$ cat src/tcw_pkg.sv
// Shared types and constants for the text console writer.
// No dependencies; every other file of the block imports this package.
`default_nettype none

package tcw_pkg;

	// Field widths fixed by the item format
	localparam int CHAR_W     = 8;
	localparam int COL_PORT_W = 7;
	localparam int ROW_PORT_W = 5;

	// Default screen geometry
	localparam int COLUMNS_DEF = 80;
	localparam int ROWS_DEF    = 25;

	// Character codes and fixed values
	localparam logic [CHAR_W-1:0] BLANK_CHAR  = 8'd32;
	localparam logic [CHAR_W-1:0] FIXED_ATTR  = 8'd7;
	localparam logic [CHAR_W-1:0] CH_TAB      = 8'd9;
	localparam logic [CHAR_W-1:0] CH_NEWLINE  = 8'd10;
	localparam logic [CHAR_W-1:0] CH_FORMFEED = 8'd12;
	localparam logic [CHAR_W-1:0] NO_CHAR     = 8'd0;

	// Tab stops every 2**TAB_SHIFT columns
	localparam int TAB_SHIFT = 3;

	// Item function codes
	localparam logic FUNC_PUT  = 1'b0;
	localparam logic FUNC_READ = 1'b1;

	typedef enum logic [2:0] {
		ST_INIT,
		ST_DRAIN,
		ST_IDLE,
		ST_EXEC,
		ST_SCROLL,
		ST_CLEAR,
		ST_DONE
	} state_t;

	// Controller to datapath
	typedef struct packed {
		logic capture;    // take the input item
		logic exec;       // apply the captured item to cursor and store
		logic sweep;      // one step of a walk over the whole store
		logic sweep_copy; // walk copies rows up instead of blanking
		logic out_load;   // load the output register
	} cmd_t;

	// Datapath to controller
	typedef struct packed {
		logic sweep_last;  // current walk step is the last cell
		logic need_scroll; // captured item runs past the bottom row
		logic need_clear;  // captured item is a form feed
		logic out_free;    // output register can take a result now
	} stat_t;

endpackage

`default_nettype wire

$ cat src/tcw_ctrl.sv
// Controller state machine for the text console writer.
// Depends on tcw_pkg; drives tcw_datapath through cmd_t and reads stat_t.
`default_nettype none

module tcw_ctrl import tcw_pkg::*; (
	input  wire logic  clk,
	input  wire logic  arst_n,
	input  wire logic  in_valid,
	output logic       in_stall,
	input  wire stat_t stat,
	output cmd_t       cmd
);

	state_t state_q;
	state_t state_d;

	always_ff @(posedge clk or negedge arst_n) begin
		if (!arst_n) begin
			state_q <= ST_INIT;
		end else begin
			state_q <= state_d;
		end
	end

	// Next state
	always_comb begin
		state_d = state_q;
		unique case (state_q)
			ST_INIT: begin
				if (stat.sweep_last) state_d = ST_DRAIN;
			end
			ST_DRAIN: begin
				state_d = ST_IDLE;
			end
			ST_IDLE: begin
				if (in_valid) state_d = ST_EXEC;
			end
			ST_EXEC: begin
				priority if (stat.need_clear) state_d = ST_CLEAR;
				else if (stat.need_scroll) state_d = ST_SCROLL;
				else if (stat.out_free) state_d = ST_IDLE;
				else state_d = ST_DONE;
			end
			ST_SCROLL, ST_CLEAR: begin
				if (stat.sweep_last) state_d = ST_DONE;
			end
			ST_DONE: begin
				if (stat.out_free) state_d = ST_IDLE;
			end
			default: state_d = ST_INIT;
		endcase
	end

	// Outputs
	always_comb begin
		cmd      = '0;
		in_stall = 1'b1;
		unique case (state_q)
			ST_INIT: begin
				cmd.sweep = 1'b1;
			end
			ST_DRAIN: begin
			end
			ST_IDLE: begin
				in_stall    = 1'b0;
				cmd.capture = in_valid;
			end
			ST_EXEC: begin
				cmd.exec     = 1'b1;
				cmd.out_load = !stat.need_clear && !stat.need_scroll && stat.out_free;
			end
			ST_SCROLL: begin
				cmd.sweep      = 1'b1;
				cmd.sweep_copy = 1'b1;
			end
			ST_CLEAR: begin
				cmd.sweep = 1'b1;
			end
			ST_DONE: begin
				cmd.out_load = stat.out_free;
			end
			default: begin
			end
		endcase
	end

`ifndef SYNTHESIS
	a_load_only_when_free: assert property (@(posedge clk) disable iff (!arst_n)
		cmd.out_load |-> stat.out_free)
		else $error("result loaded while output register is held");

	a_capture_leads_exec: assert property (@(posedge clk) disable iff (!arst_n)
		cmd.capture |=> cmd.exec)
		else $error("captured item not executed in the next cycle");

	a_sweep_exclusive: assert property (@(posedge clk) disable iff (!arst_n)
		cmd.sweep |-> !cmd.capture && !cmd.exec && !cmd.out_load)
		else $error("store walk overlaps other work");
`endif

endmodule

`default_nettype wire

$ cat config.mk
export PLATFORM = sky130hd
export DESIGN_NAME = tcw_ctrl
export DESIGN_NICKNAME = d
export VERILOG_FILES = /design/src/tcw_pkg.sv /design/src/tcw_ctrl.sv
export SDC_FILE = /design/constraint.sdc
export NUM_CORES = 1
export LEC_CHECK = 0
export ABC_AREA = 1
export BUFFER_PORTS_ARGS = -buffer_cell sky130_fd_sc_hd__buf_2
export CORE_AREA = 4 4 41 43
export DETAILED_ROUTE_END_ITERATION = 12
export DIE_AREA = 0 0 45 47
export HOLD_SLACK_MARGIN = 0.03
export SLEW_MARGIN = 20
export SYNTH_ARGS = -nofsm -noshare
export SYNTH_HDL_FRONTEND = slang
export SYNTH_SLANG_ARGS = --single-unit
$ cat constraint.sdc
create_clock -name clk -period 2.71 [get_ports clk]
set_input_delay 0.1355 -clock clk [delete_from_list [all_inputs] [get_ports clk]]
set_output_delay 0.1355 -clock clk [all_outputs]
set_load 0.01 [all_outputs]
==> Word-level counts from Yosys, hierarchy flattened <==
Index checks and enable logic that the tools add are counted.
{ "word_totals": {"mem_bits_ro": 0, "ram_bits": 0, "regBits": 3, "latch_bits": 0, "memories": 0} }
{ "classes": {"magnitude_cmp": 0, "addsub": 0, "eq_ne": 10, "bitwise_logic": 0, "muxes": 14, "mul": 0, "reduce_logical": 8, "div": 0, "n_shift": 0} }
{ "ops": {"columns": ["operator", "n"], "rows": [
  ["2-to-1 mux 3 bit", 7],
  ["case mux 3 bit (6 select lines)", 1],
  ["equality test 3 bit (second input constant)", 3],
  ["inequality test 2 bit (second input constant)", 4],
  ["equality test 3 x 2 -> 1 bit (second input constant)", 2],
  ["2-to-1 mux 1 bit", 5],
  ["AND reduction 4 bit", 1],
  ["equality test 3 x 1 -> 1 bit (second input constant)", 1],
  ["logical NOT 3 bit", 1],
  ["OR reduction 3 bit", 1],
  ["logical AND 1 bit", 2],
  ["logical NOT 1 bit", 2],
  ["case mux 1 bit (2 select lines)", 1],
  ["OR reduction 2 bit", 1]
]} }

==> Depth between registers and ports, before layout <==
Gate-level depths: netlist of run 1.
{ "depth": {"depth_word": 4, "ltp_mapped": 8, "mapped_depth_nobuf": 7} }

==> Worst setup path before layout of run 1 <==
Ideal clock, no wire load.
{ "synth_timing": {"path_kind": "register to output", "startpoint": "reg state_q[0]", "endpoint": "out cmd[0] (netlist name)", "path_buffers": 0, "stages_incl_launch_ff": 5, "required_ns": 2.575, "path_slack_ns": 1.594, "arrival_ns": 0.981, "path_cell_list": "dfrtp_1 > nand2_2 > nor2_4 > nand3_2 > a21oi_1"} }
{ "synth_lines": {"columns": ["item", "line_no", "source"], "rows": [
  ["start, declared", "tcw_ctrl.sv:14", "state_t state_q;"],
  ["start signal, assigned", "tcw_ctrl.sv:21", "state_q <= state_d;"],
  ["end, declared", "tcw_ctrl.sv:11", "output cmd_t cmd"]
]} }

==> run summary, run 1 <==
Cts bufs inserted = 3
Synth cell count leaders = nand2_1, inv_1, nand3_1, dfrtp_1, nor2_1
Gpl congestion = 0.757
Pins Over Slew Limit = 0
Vias = 322
Worst R2R End = state_q[0]
Nets = 73
Pwr Density = 1100 mW/mm^2
Fill count = 164
Routed length on met3 = 48 um
Area contributors post-synth = dfrtp_1, nand2_1, nand3_1
Area growth syn-to-layout = 38.8%
CTS tree = done
Ant. Diodes = 0
Crit path from = state_q[0]
Leakage = 0.244 nW
Root Driver = clkbuf_4
Max reg flops = 3
Internal = 0.215 mW
Setup TNS = 0 ns
Comb power frac = 0.541
Routed Antenna Nets = 0
Fin. Hold Viols = 0
Crit path launch type = flop
Worst vdd ir = 0.375 mV
Postcts setup bufs = 0
Setup CP Type = reg -> out
Psw = 0.218 mW
Site Rows = 13
WL/cell = 8.75 um
Max_cap viols = 0
Cell with the most instances after synthesis = nand2_1
Achievable clock frequency = 684 MHz
Clk slew on worst S/H paths = 0.04 ns
Sequential fraction of the synthesis area = 0.264
Iteration-0 DRC Markers = 2
Post-CTS Resized = 0
Cell taking the most area after synthesis = dfrtp_1
Synth top area share = 0.264
Crit path cell chain = nand2_2, nor2_4, nand3_2, a21oi_1, buf_2
Slowest CP cell = dfrtp_1
First-pass GRT wire length = 1.13 mm
Largest regs = state_q: 3 flops
Total track usage = 0.0742
Cells after Synth = 49
CTS Hold Bufs = 1
Worst slew pin tran = 0.322 ns
CP Capture Type = output pin
Port Buf Inserts = 12
RR Startpoint = state_q[2]
Reg2Reg Depth = 6
Pin count of the biggest net entering global routing = 9
Ys Warns = 0
Initial Utilization = 0.218
Post-synth EDFFs = 0
RSZ-0062 raised after global routing = false
Wire length on met2 = 298 um
M1 WL = 335 um
Die area = 0.00212 sq mm
Setup Viol. Count Final = 0
Vias in the first global route = 289
Routed WL = 700 um
H-tree lvl count = 1
I/O pin count = 13
Synth cell types = 16
Routed vias/inst = 4.03
Clock Power Share = 0.184
Cell Area, Synth = 284 sq um
Top FF cell, synth = dfrtp_1
CP max FO = 7
Run status = completed
Switching Share = 0.502
Worst Skew = 0.00268 ns
Design Power = 0.433 mW
WP data arrival = 1.33 ns
WP data required = 2.57 ns
Critical path's largest stage delay = 0.50 ns
Clk Latency, worst-skew pair = 0.23 ns
Max Buffers Root-to-Sink = 2
Sequential share of power = 0.275
Reg2Reg Setup Slack = 1.53 ns
Total grt overflow = 0
Die height = 47 um
Final Critical Period = 1.46 ns
Highest metal used = met4
CTS sink cnt = 3
DP Wirelength = 554 um
Synthesis-stage register bit count = 3
Relative max-transition margin = 0.785
Syn nets = 56
Biggest register = state_q
Antenna violations before repair = 0
Final core area utilization = 0.303
Die W = 45 um
Worst Hold Class = in -> async
Post-Syn Area per Cell = 5.80 sq um
Core Footprint = 0.00130 sq mm
Remaining DRCs = 0
1st-pass router iterations = 4
Final period utilization = 0.539
Synth async-reset ratio = 1.00
Fraction of layout cells with a size suffix above 1 = 0.354
==> power by group through the flow <==
stage	sequential, mW	combinational, mW	clock (mW)
floorplan	0.0942	0.189	0
detailed placement	0.119	0.237	0
global route	0.124	0.272	0.0882
CTS	0.118	0.239	0.0828
finish	0.119	0.234	0.0795
global placement	0.117	0.236	0
==> layer usage <==
layer	vias up	track usage
li1	181	-
met2	11	0.107
met5	-	0
met3	2	0.0115
met1	128	0.0998
met4	0	0.0526
==> cell type report <==
class	count	area, sq um	share of cell area
Tap cell	15	18.8	0.0476
Sequential cell	3	75.1	0.190
Timing Repair Buffer	13	70.1	0.178
Multi-Input combinational cell	36	169	0.429
Inverter	9	35.0	0.0889
Clock buffer	4	26.3	0.0667
==> cells by family after synthesis <==
| kind of cell | count (synthesis) | share of synthesized area |
|---|---|---|
| simple gates | 34 | 0.559 |
| compound gates | 2 | 0.0352 |
| flops | 3 | 0.264 |
| buf+inv | 10 | 0.141 |
==> stage by stage <==
| step | hold WS [ns] | std cells | setup WS, ns | cell area, sq um |
|---|---|---|---|---|
| finish | 0.227 | 80 | 1.25 | 394 |
| global route | 0.239 | 80 | 1.14 | 394 |
| CTS | 0.220 | 80 | 1.24 | 394 |
| detailed placement | -0.0677 | 75 | 1.50 | 358 |
| global placement | -0.0678 | 75 | 1.51 | 358 |
| floorplan | -0.160 | 49 | 1.59 | 284 |
==> critical path: cells and delay by family, from the launching register on <==
family	cells	cell delay [ns]
buffers and inverters	1	0.14
AND/OR/NAND/NOR	3	0.33
AO/OA/AOI/OAI	1	0.12
flip-flops	1	0.50
==> how the worst max path moves through the flow <==
| stage | endpoint | slack (ns) | cells after the start |
|---|---|---|---|
| after global placement | cmd[0] | 1.51 | 5 |
| after floorplan | cmd[0] | 1.59 | 4 |
| after global routing | cmd[0] | 1.14 | 5 |
| final | cmd[0] | 1.25 | 5 |
| after detailed placement | cmd[0] | 1.50 | 5 |
| after CTS | cmd[0] | 1.24 | 5 |
==> cell usage in the layout (no fill, tap or decap) <==
cell type,netlist,routed
a21oi_1,1,1
buf_2,1,12
clkbuf_1,0,1
clkbuf_4,0,3
clkinv_2,1,1
dfrtp_1,3,3
dlygate4sd3_1,0,1
inv_1,6,6
inv_2,2,2
nand2_1,19,19
nand2_2,1,1
nand3_1,5,5
nand3_2,1,1
nand4_1,1,1
nor2_1,3,3
nor2_2,2,2
nor2_4,1,1
nor3_1,1,1
o21ai_0,1,1
Power figures use the tool's default switching activity.
==> run 2: changes to the inputs <==
Settings changed: ABC_AREA 1 to 0.
Clock period 2.71 ns to 1.5 ns, I/O delays scaled along.
==> run 2 against run 1 <==
  * Global-route usage down 0.62 points
  * Clock power up 74%
  * Highest routed layer is now met3
  * Die area unchanged
  * Combinational power up 63%
  * Routed wire length down 15%
  * Setup slack worse by 1.2 ns
  * Synthesized cell count down 47%
==> run summary, run 2 <==
RR Startpoint = state_q[1]
Synth top area share = 0.317
Design Power = 0.679 mW
Post-Syn Area per Cell = 9.10 sq um
Ant. Diodes = 0
1st-pass router iterations = 4
Port Buf Inserts = 12
Sequential fraction of the synthesis area = 0.317
Crit path depth = 3
RSZ-0062 raised after global routing = false
Core Footprint = 0.00130 sq mm
Cts bufs inserted = 3
Gpl congestion = 0.675
CTS sink cnt = 3
Area growth syn-to-layout = 53.4%
DP Wirelength = 482 um
Worst Skew = 0.00109 ns
Reg2Reg Depth = 3
Leakage = 0.186 nW
Routed Antenna Nets = 0
CP max FO = 2
Crit path launch type = flop
Worst vdd ir = 0.439 mV
CTS tree = done
Remaining DRCs = 0
Cell with the most instances after synthesis = dfrtp_1
Reg2Reg Setup Slack = 0.36 ns
WP data arrival = 1.36 ns
Most frequent cells in the layout = buf_2, clkbuf_4
Root Driver = clkbuf_4
Top FF cell, synth = dfrtp_1
M1 WL = 232 um
Clk slew on worst S/H paths = 0.04 ns
Total grt overflow = 0
WL/cell = 10.1 um
Routed length on met3 = 65 um
Die W = 45 um
Buf/Inv on CP = 1
Highest metal used = met3
Largest regs = state_q: 3 flops
Vias in the first global route = 273
Iteration-0 DRC Markers = 3
Nets = 52
Critical path's largest stage delay = 0.49 ns
Cell taking the most area after synthesis = dfrtp_1
Synth cell count leaders = dfrtp_1, nand2_1, nor2_1, o21ai_0
Vias = 273
Routed WL = 596 um
Top delay family on crit path = simple AND/OR/NAND/NOR gates
Wire length on met2 = 298 um
Setup Viol. Count Final = 0
Worst Hold Class = in -> async
Pin count of the biggest net entering global routing = 14
Cell Area, Synth = 236 sq um
Final period utilization = 0.953
Worst R2R End = state_q[0]
Syn nets = 33
Setup crit end = cmd[0]
Antenna violations before repair = 0
Achievable clock frequency = 699 MHz
Slowest CP cell = or4b_1
Total track usage = 0.0680
Run status = completed
Fraction of layout cells with a size suffix above 1 = 0.455
Final Critical Period = 1.43 ns
Ys Warns = 0
Setup CP Type = reg -> out
WP data required = 1.42 ns
Most common cell after layout, fill and taps aside = buf_2
Worst slew pin tran = 0.228 ns
Biggest register = state_q
First-pass GRT wire length = 966 um
Initial Utilization = 0.182
Pwr Density = 1870 mW/mm^2
Die area = 0.00212 sq mm
Crit path from = state_q[2]
CP Capture Type = output pin
Synth cell types = 21
Die height = 47 um
Pins Over Slew Limit = 0
Setup TNS = 0 ns
Post-synth EDFFs = 0
Max_cap viols = 0
Max Buffers Root-to-Sink = 2
Fin. Hold Viols = 0
Cells after Synth = 26
Synth async-reset ratio = 1.00
Site Rows = 13
Synthesis-stage register bit count = 3
Clk Latency, worst-skew pair = 0.23 ns
Area contributors post-synth = dfrtp_1, mux2_2, a221o_1
Relative max-transition margin = 0.846
I/O pin count = 13
Max reg flops = 3
Routed vias/inst = 4.63
H-tree lvl count = 1
Crit path cell chain = or4b_1, a21oi_1, buf_2
==> run 2: routing by layer <==
metal,up-vias,GRT usage
met5,-,0
met4,0,0.0877
met3,0,0.0230
met2,11,0.107
met1,126,0.0616
li1,136,-
==> run 2: cell families after synthesis <==
logic type / synth area share
simple gates: 0.413
flops: 0.317
buf+inv: 0.0370
compound gates: 0.185
mux: 0.0476
==> run 2: where the power goes <==
part	leakage (nW)	switching [mW]	internal [mW]
registers	0.0361	0.0369	0.122
clock network	0.0150	0.0388	0.0995
logic	0.135	0.186	0.195
total	0.186	0.262	0.417
==> run 2: how the worst min path moves through the flow <==
stage	startpoint	end	depth (start not counted)
final	arst_n	state_q[1]	2
after global routing	arst_n	state_q[2]	2
after CTS	arst_n	state_q[1]	2
after detailed placement	arst_n	state_q[1]	1
after global placement	arst_n	state_q[1]	1
after floorplan	arst_n	state_q[0]	0
==> run 2: cell type report <==
| cell class | count | area, sq um |
|---|---|---|
| Fill cell | 147 | 938 |
| Multi-Input combinational cell | 21 | 153 |
| Timing Repair Buffer | 15 | 85.1 |
| Sequential cell | 3 | 76.3 |
| Clock buffer | 4 | 26.3 |
| Tap cell | 15 | 18.8 |
| Inverter | 1 | 3.75 |
==> run 2: through the flow <==
step           area, sq um  instances  hold slack [ns]   util  setup WS (ns)
2_1_floorplan          236         26           -0.221      -          0.263
3_3_place_gp           325         54           -0.127  0.250          0.286
3_5_place_dp           325         54           -0.122  0.250          0.268
4_1_cts                362         59            0.159  0.278         0.0178
5_1_grt                363         59            0.178  0.279         0.0184
6_report               363         59            0.163  0.279         0.0699
==> run 2: repair_timing <==
item | in CTS | in global routing
hold buffers | 1 | 0
endpoints found under the hold margin | 3 | 0
gates resized for setup | 0 | 1
buffers inserted | 0 | 0
endpoints found under the setup margin | 0 | 1
==> run 3: changes to the inputs <==
Settings changed: PLACE_DENSITY set to 0.37.
==> run 3 against run 2 <==
  * Die area is the same
  * Clock skew shrank 0.0011 ns
  * Maximum frequency shrank 3.6%
  * Sequential share of layout area shrank 0.16 points
  * Combinational power is essentially flat
  * Utilization grew 0.67 points
  * Register-to-register slack lost 0.02 ns
  * Critical endpoint unchanged
  * Count of clock-buffer cells in the layout is the same
  * Global-route usage grew 0.24 points
  * Hold slack gained 0.0080 ns
  * Largest cell class unchanged
  * Power grew 2.1%
  * Largest power group unchanged
==> run summary, run 3 (synthesis gave the netlist of run 2 again) <==
Run status = completed
Worst Skew = 0.00000908 ns
Cts bufs inserted = 3
WP data arrival = 1.41 ns
Clk slew on worst S/H paths = 0.04 ns
Core Footprint = 0.00130 sq mm
Leakage = 0.186 nW
WP data required = 1.42 ns
Final Critical Period = 1.48 ns
Worst Hold Class = in -> async
Critical path's largest stage delay = 0.51 ns
Max_cap viols = 0
Worst R2R End = state_q[0]
Vias in the first global route = 265
Site Rows = 13
Die W = 45 um
Comb power frac = 0.549
Achievable clock frequency = 674 MHz
Port Buf Inserts = 12
Biggest register = state_q
Sequential share of power = 0.253
Final period utilization = 0.989
Total track usage = 0.0705
Reg2Reg Setup Slack = 0.34 ns
Routed vias/inst = 4.51
Gpl congestion = 0.727
Crit path cell chain = or4b_4, a21oi_2, buf_2
Most frequent cells in the layout = buf_2, clkbuf_4
Routed Antenna Nets = 0
CP Capture Type = output pin
Pin count of the biggest net entering global routing = 11
Clock Power Share = 0.198
Setup CP Type = reg -> out
Ant. Diodes = 0
Nets = 52
WL/cell = 11.2 um
Crit path launch type = flop
Multi-input gate area = 160 sq um
Setup WS post-layout = 0.0160 ns
RSZ-0062 raised after global routing = true
Most common cell after layout, fill and taps aside = buf_2
Vias = 266
H-tree lvl count = 1
Root Driver = clkbuf_4
Setup Viol. Count Final = 0
1st-pass router iterations = 3
Setup WS pre-CTS = 0.168 ns
Worst vdd ir = 0.535 mV
Clk Latency, worst-skew pair = 0.22 ns
Initial Utilization = 0.182
Pins Over Slew Limit = 0
I/O pin count = 13
RR Startpoint = state_q[1]
CTS tree = done
Total grt overflow = 0
CP max FO = 3
Max Buffers Root-to-Sink = 2
Internal = 0.423 mW
Iteration-0 DRC Markers = 3
Worst slew pin tran = 0.228 ns
Die area = 0.00212 sq mm
Psw = 0.270 mW
Remaining DRCs = 0
Antenna violations before repair = 0
First-pass GRT wire length = 1.08 mm
Pwr Density = 1870 mW/mm^2
DP Wirelength = 519 um
Largest regs = state_q: 3 flops
Relative max-transition margin = 0.846
Max reg flops = 3
Routed WL = 661 um
Reg2Reg Depth = 3
CTS sink cnt = 3
Switching Share = 0.390
Area growth syn-to-layout = 57.1%
Design Power = 0.693 mW
Fin. Hold Viols = 0
Fraction of layout cells with a size suffix above 1 = 0.523
Slowest CP cell = or4b_4
Fill count = 154
FF/Latch Area = 77.6 sq um
Die height = 47 um
run 3: worst max path at each step:
stage,start,slack [ns],to
after global routing,state_q[2],-0.06,cmd[0]
after CTS,state_q[2],0.005,cmd[0]
final,state_q[2],0.02,cmd[0]
after global placement,state_q[2],0.20,cmd[0]
after detailed placement,state_q[2],0.17,cmd[0]
after floorplan,state_q[2],0.26,cmd[0]
run 3: layout make-up:
| type | instances | share of cell area |
|---|---|---|
| Multi-Input combinational cell | 21 | 0.431 |
| Clock buffer | 4 | 0.0707 |
| Timing Repair Buffer | 15 | 0.229 |
| Sequential cell | 3 | 0.209 |
| Inverter | 1 | 0.0101 |
| Tap cell | 15 | 0.0505 |
run 3: metal layers:
| metal | share of wire | vias to the layer above | wire length, um | global-route usage |
|---|---|---|---|---|
| met5 | 0 | - | 0 | 0 |
| li1 | - | 134 | - | - |
| met1 | 0.44 | 125 | 294 | 0.0824 |
| met3 | 0.080 | 0 | 53 | 0.0383 |
| met2 | 0.47 | 7 | 313 | 0.116 |
| met4 | 0 | 0 | 0 | 0.0117 |
run 3: timing repair:
| item | in CTS | in global routing |
|---|---|---|
| resized for setup | 1 | 3 |
| pin swaps | 1 | 2 |
| hold buffers | 1 | 0 |
| setup buffers | 1 | 0 |
| hold endpoints to repair | 3 | 0 |
| gates cloned | 0 | 0 |
| setup endpoints to repair | 1 | 1 |
run 3: power by group through the flow:
stage	logic [mW]	clock network [mW]	registers (mW)
floorplan	0.236	0	0.161
global placement	0.343	0	0.181
detailed placement	0.346	0	0.183
CTS	0.378	0.142	0.172
global route	0.422	0.156	0.182
finish	0.381	0.137	0.175
run 3: stage by stage:
step / setup TNS, ns / cell area (sq um) / cells / hold WS [ns] / utilization
2_1_floorplan: 0 / 236 / 26 / -0.221 / -
3_3_place_gp: 0 / 318 / 53 / -0.126 / 0.244
3_5_place_dp: 0 / 318 / 53 / -0.126 / 0.244
4_1_cts: 0 / 363 / 59 / 0.173 / 0.279
5_1_grt: -0.0573 / 372 / 59 / 0.165 / 0.286
6_report: 0 / 372 / 59 / 0.171 / 0.286
run 3: worst max-delay path, delay by kind of cell, from the launching register on:
kind                   cells  cell delay [ns]
and+or+nand+nor            1             0.51
DFF                        1             0.40
AOI/OAI and AO/OA          1             0.14
buffers and inverters      1             0.13
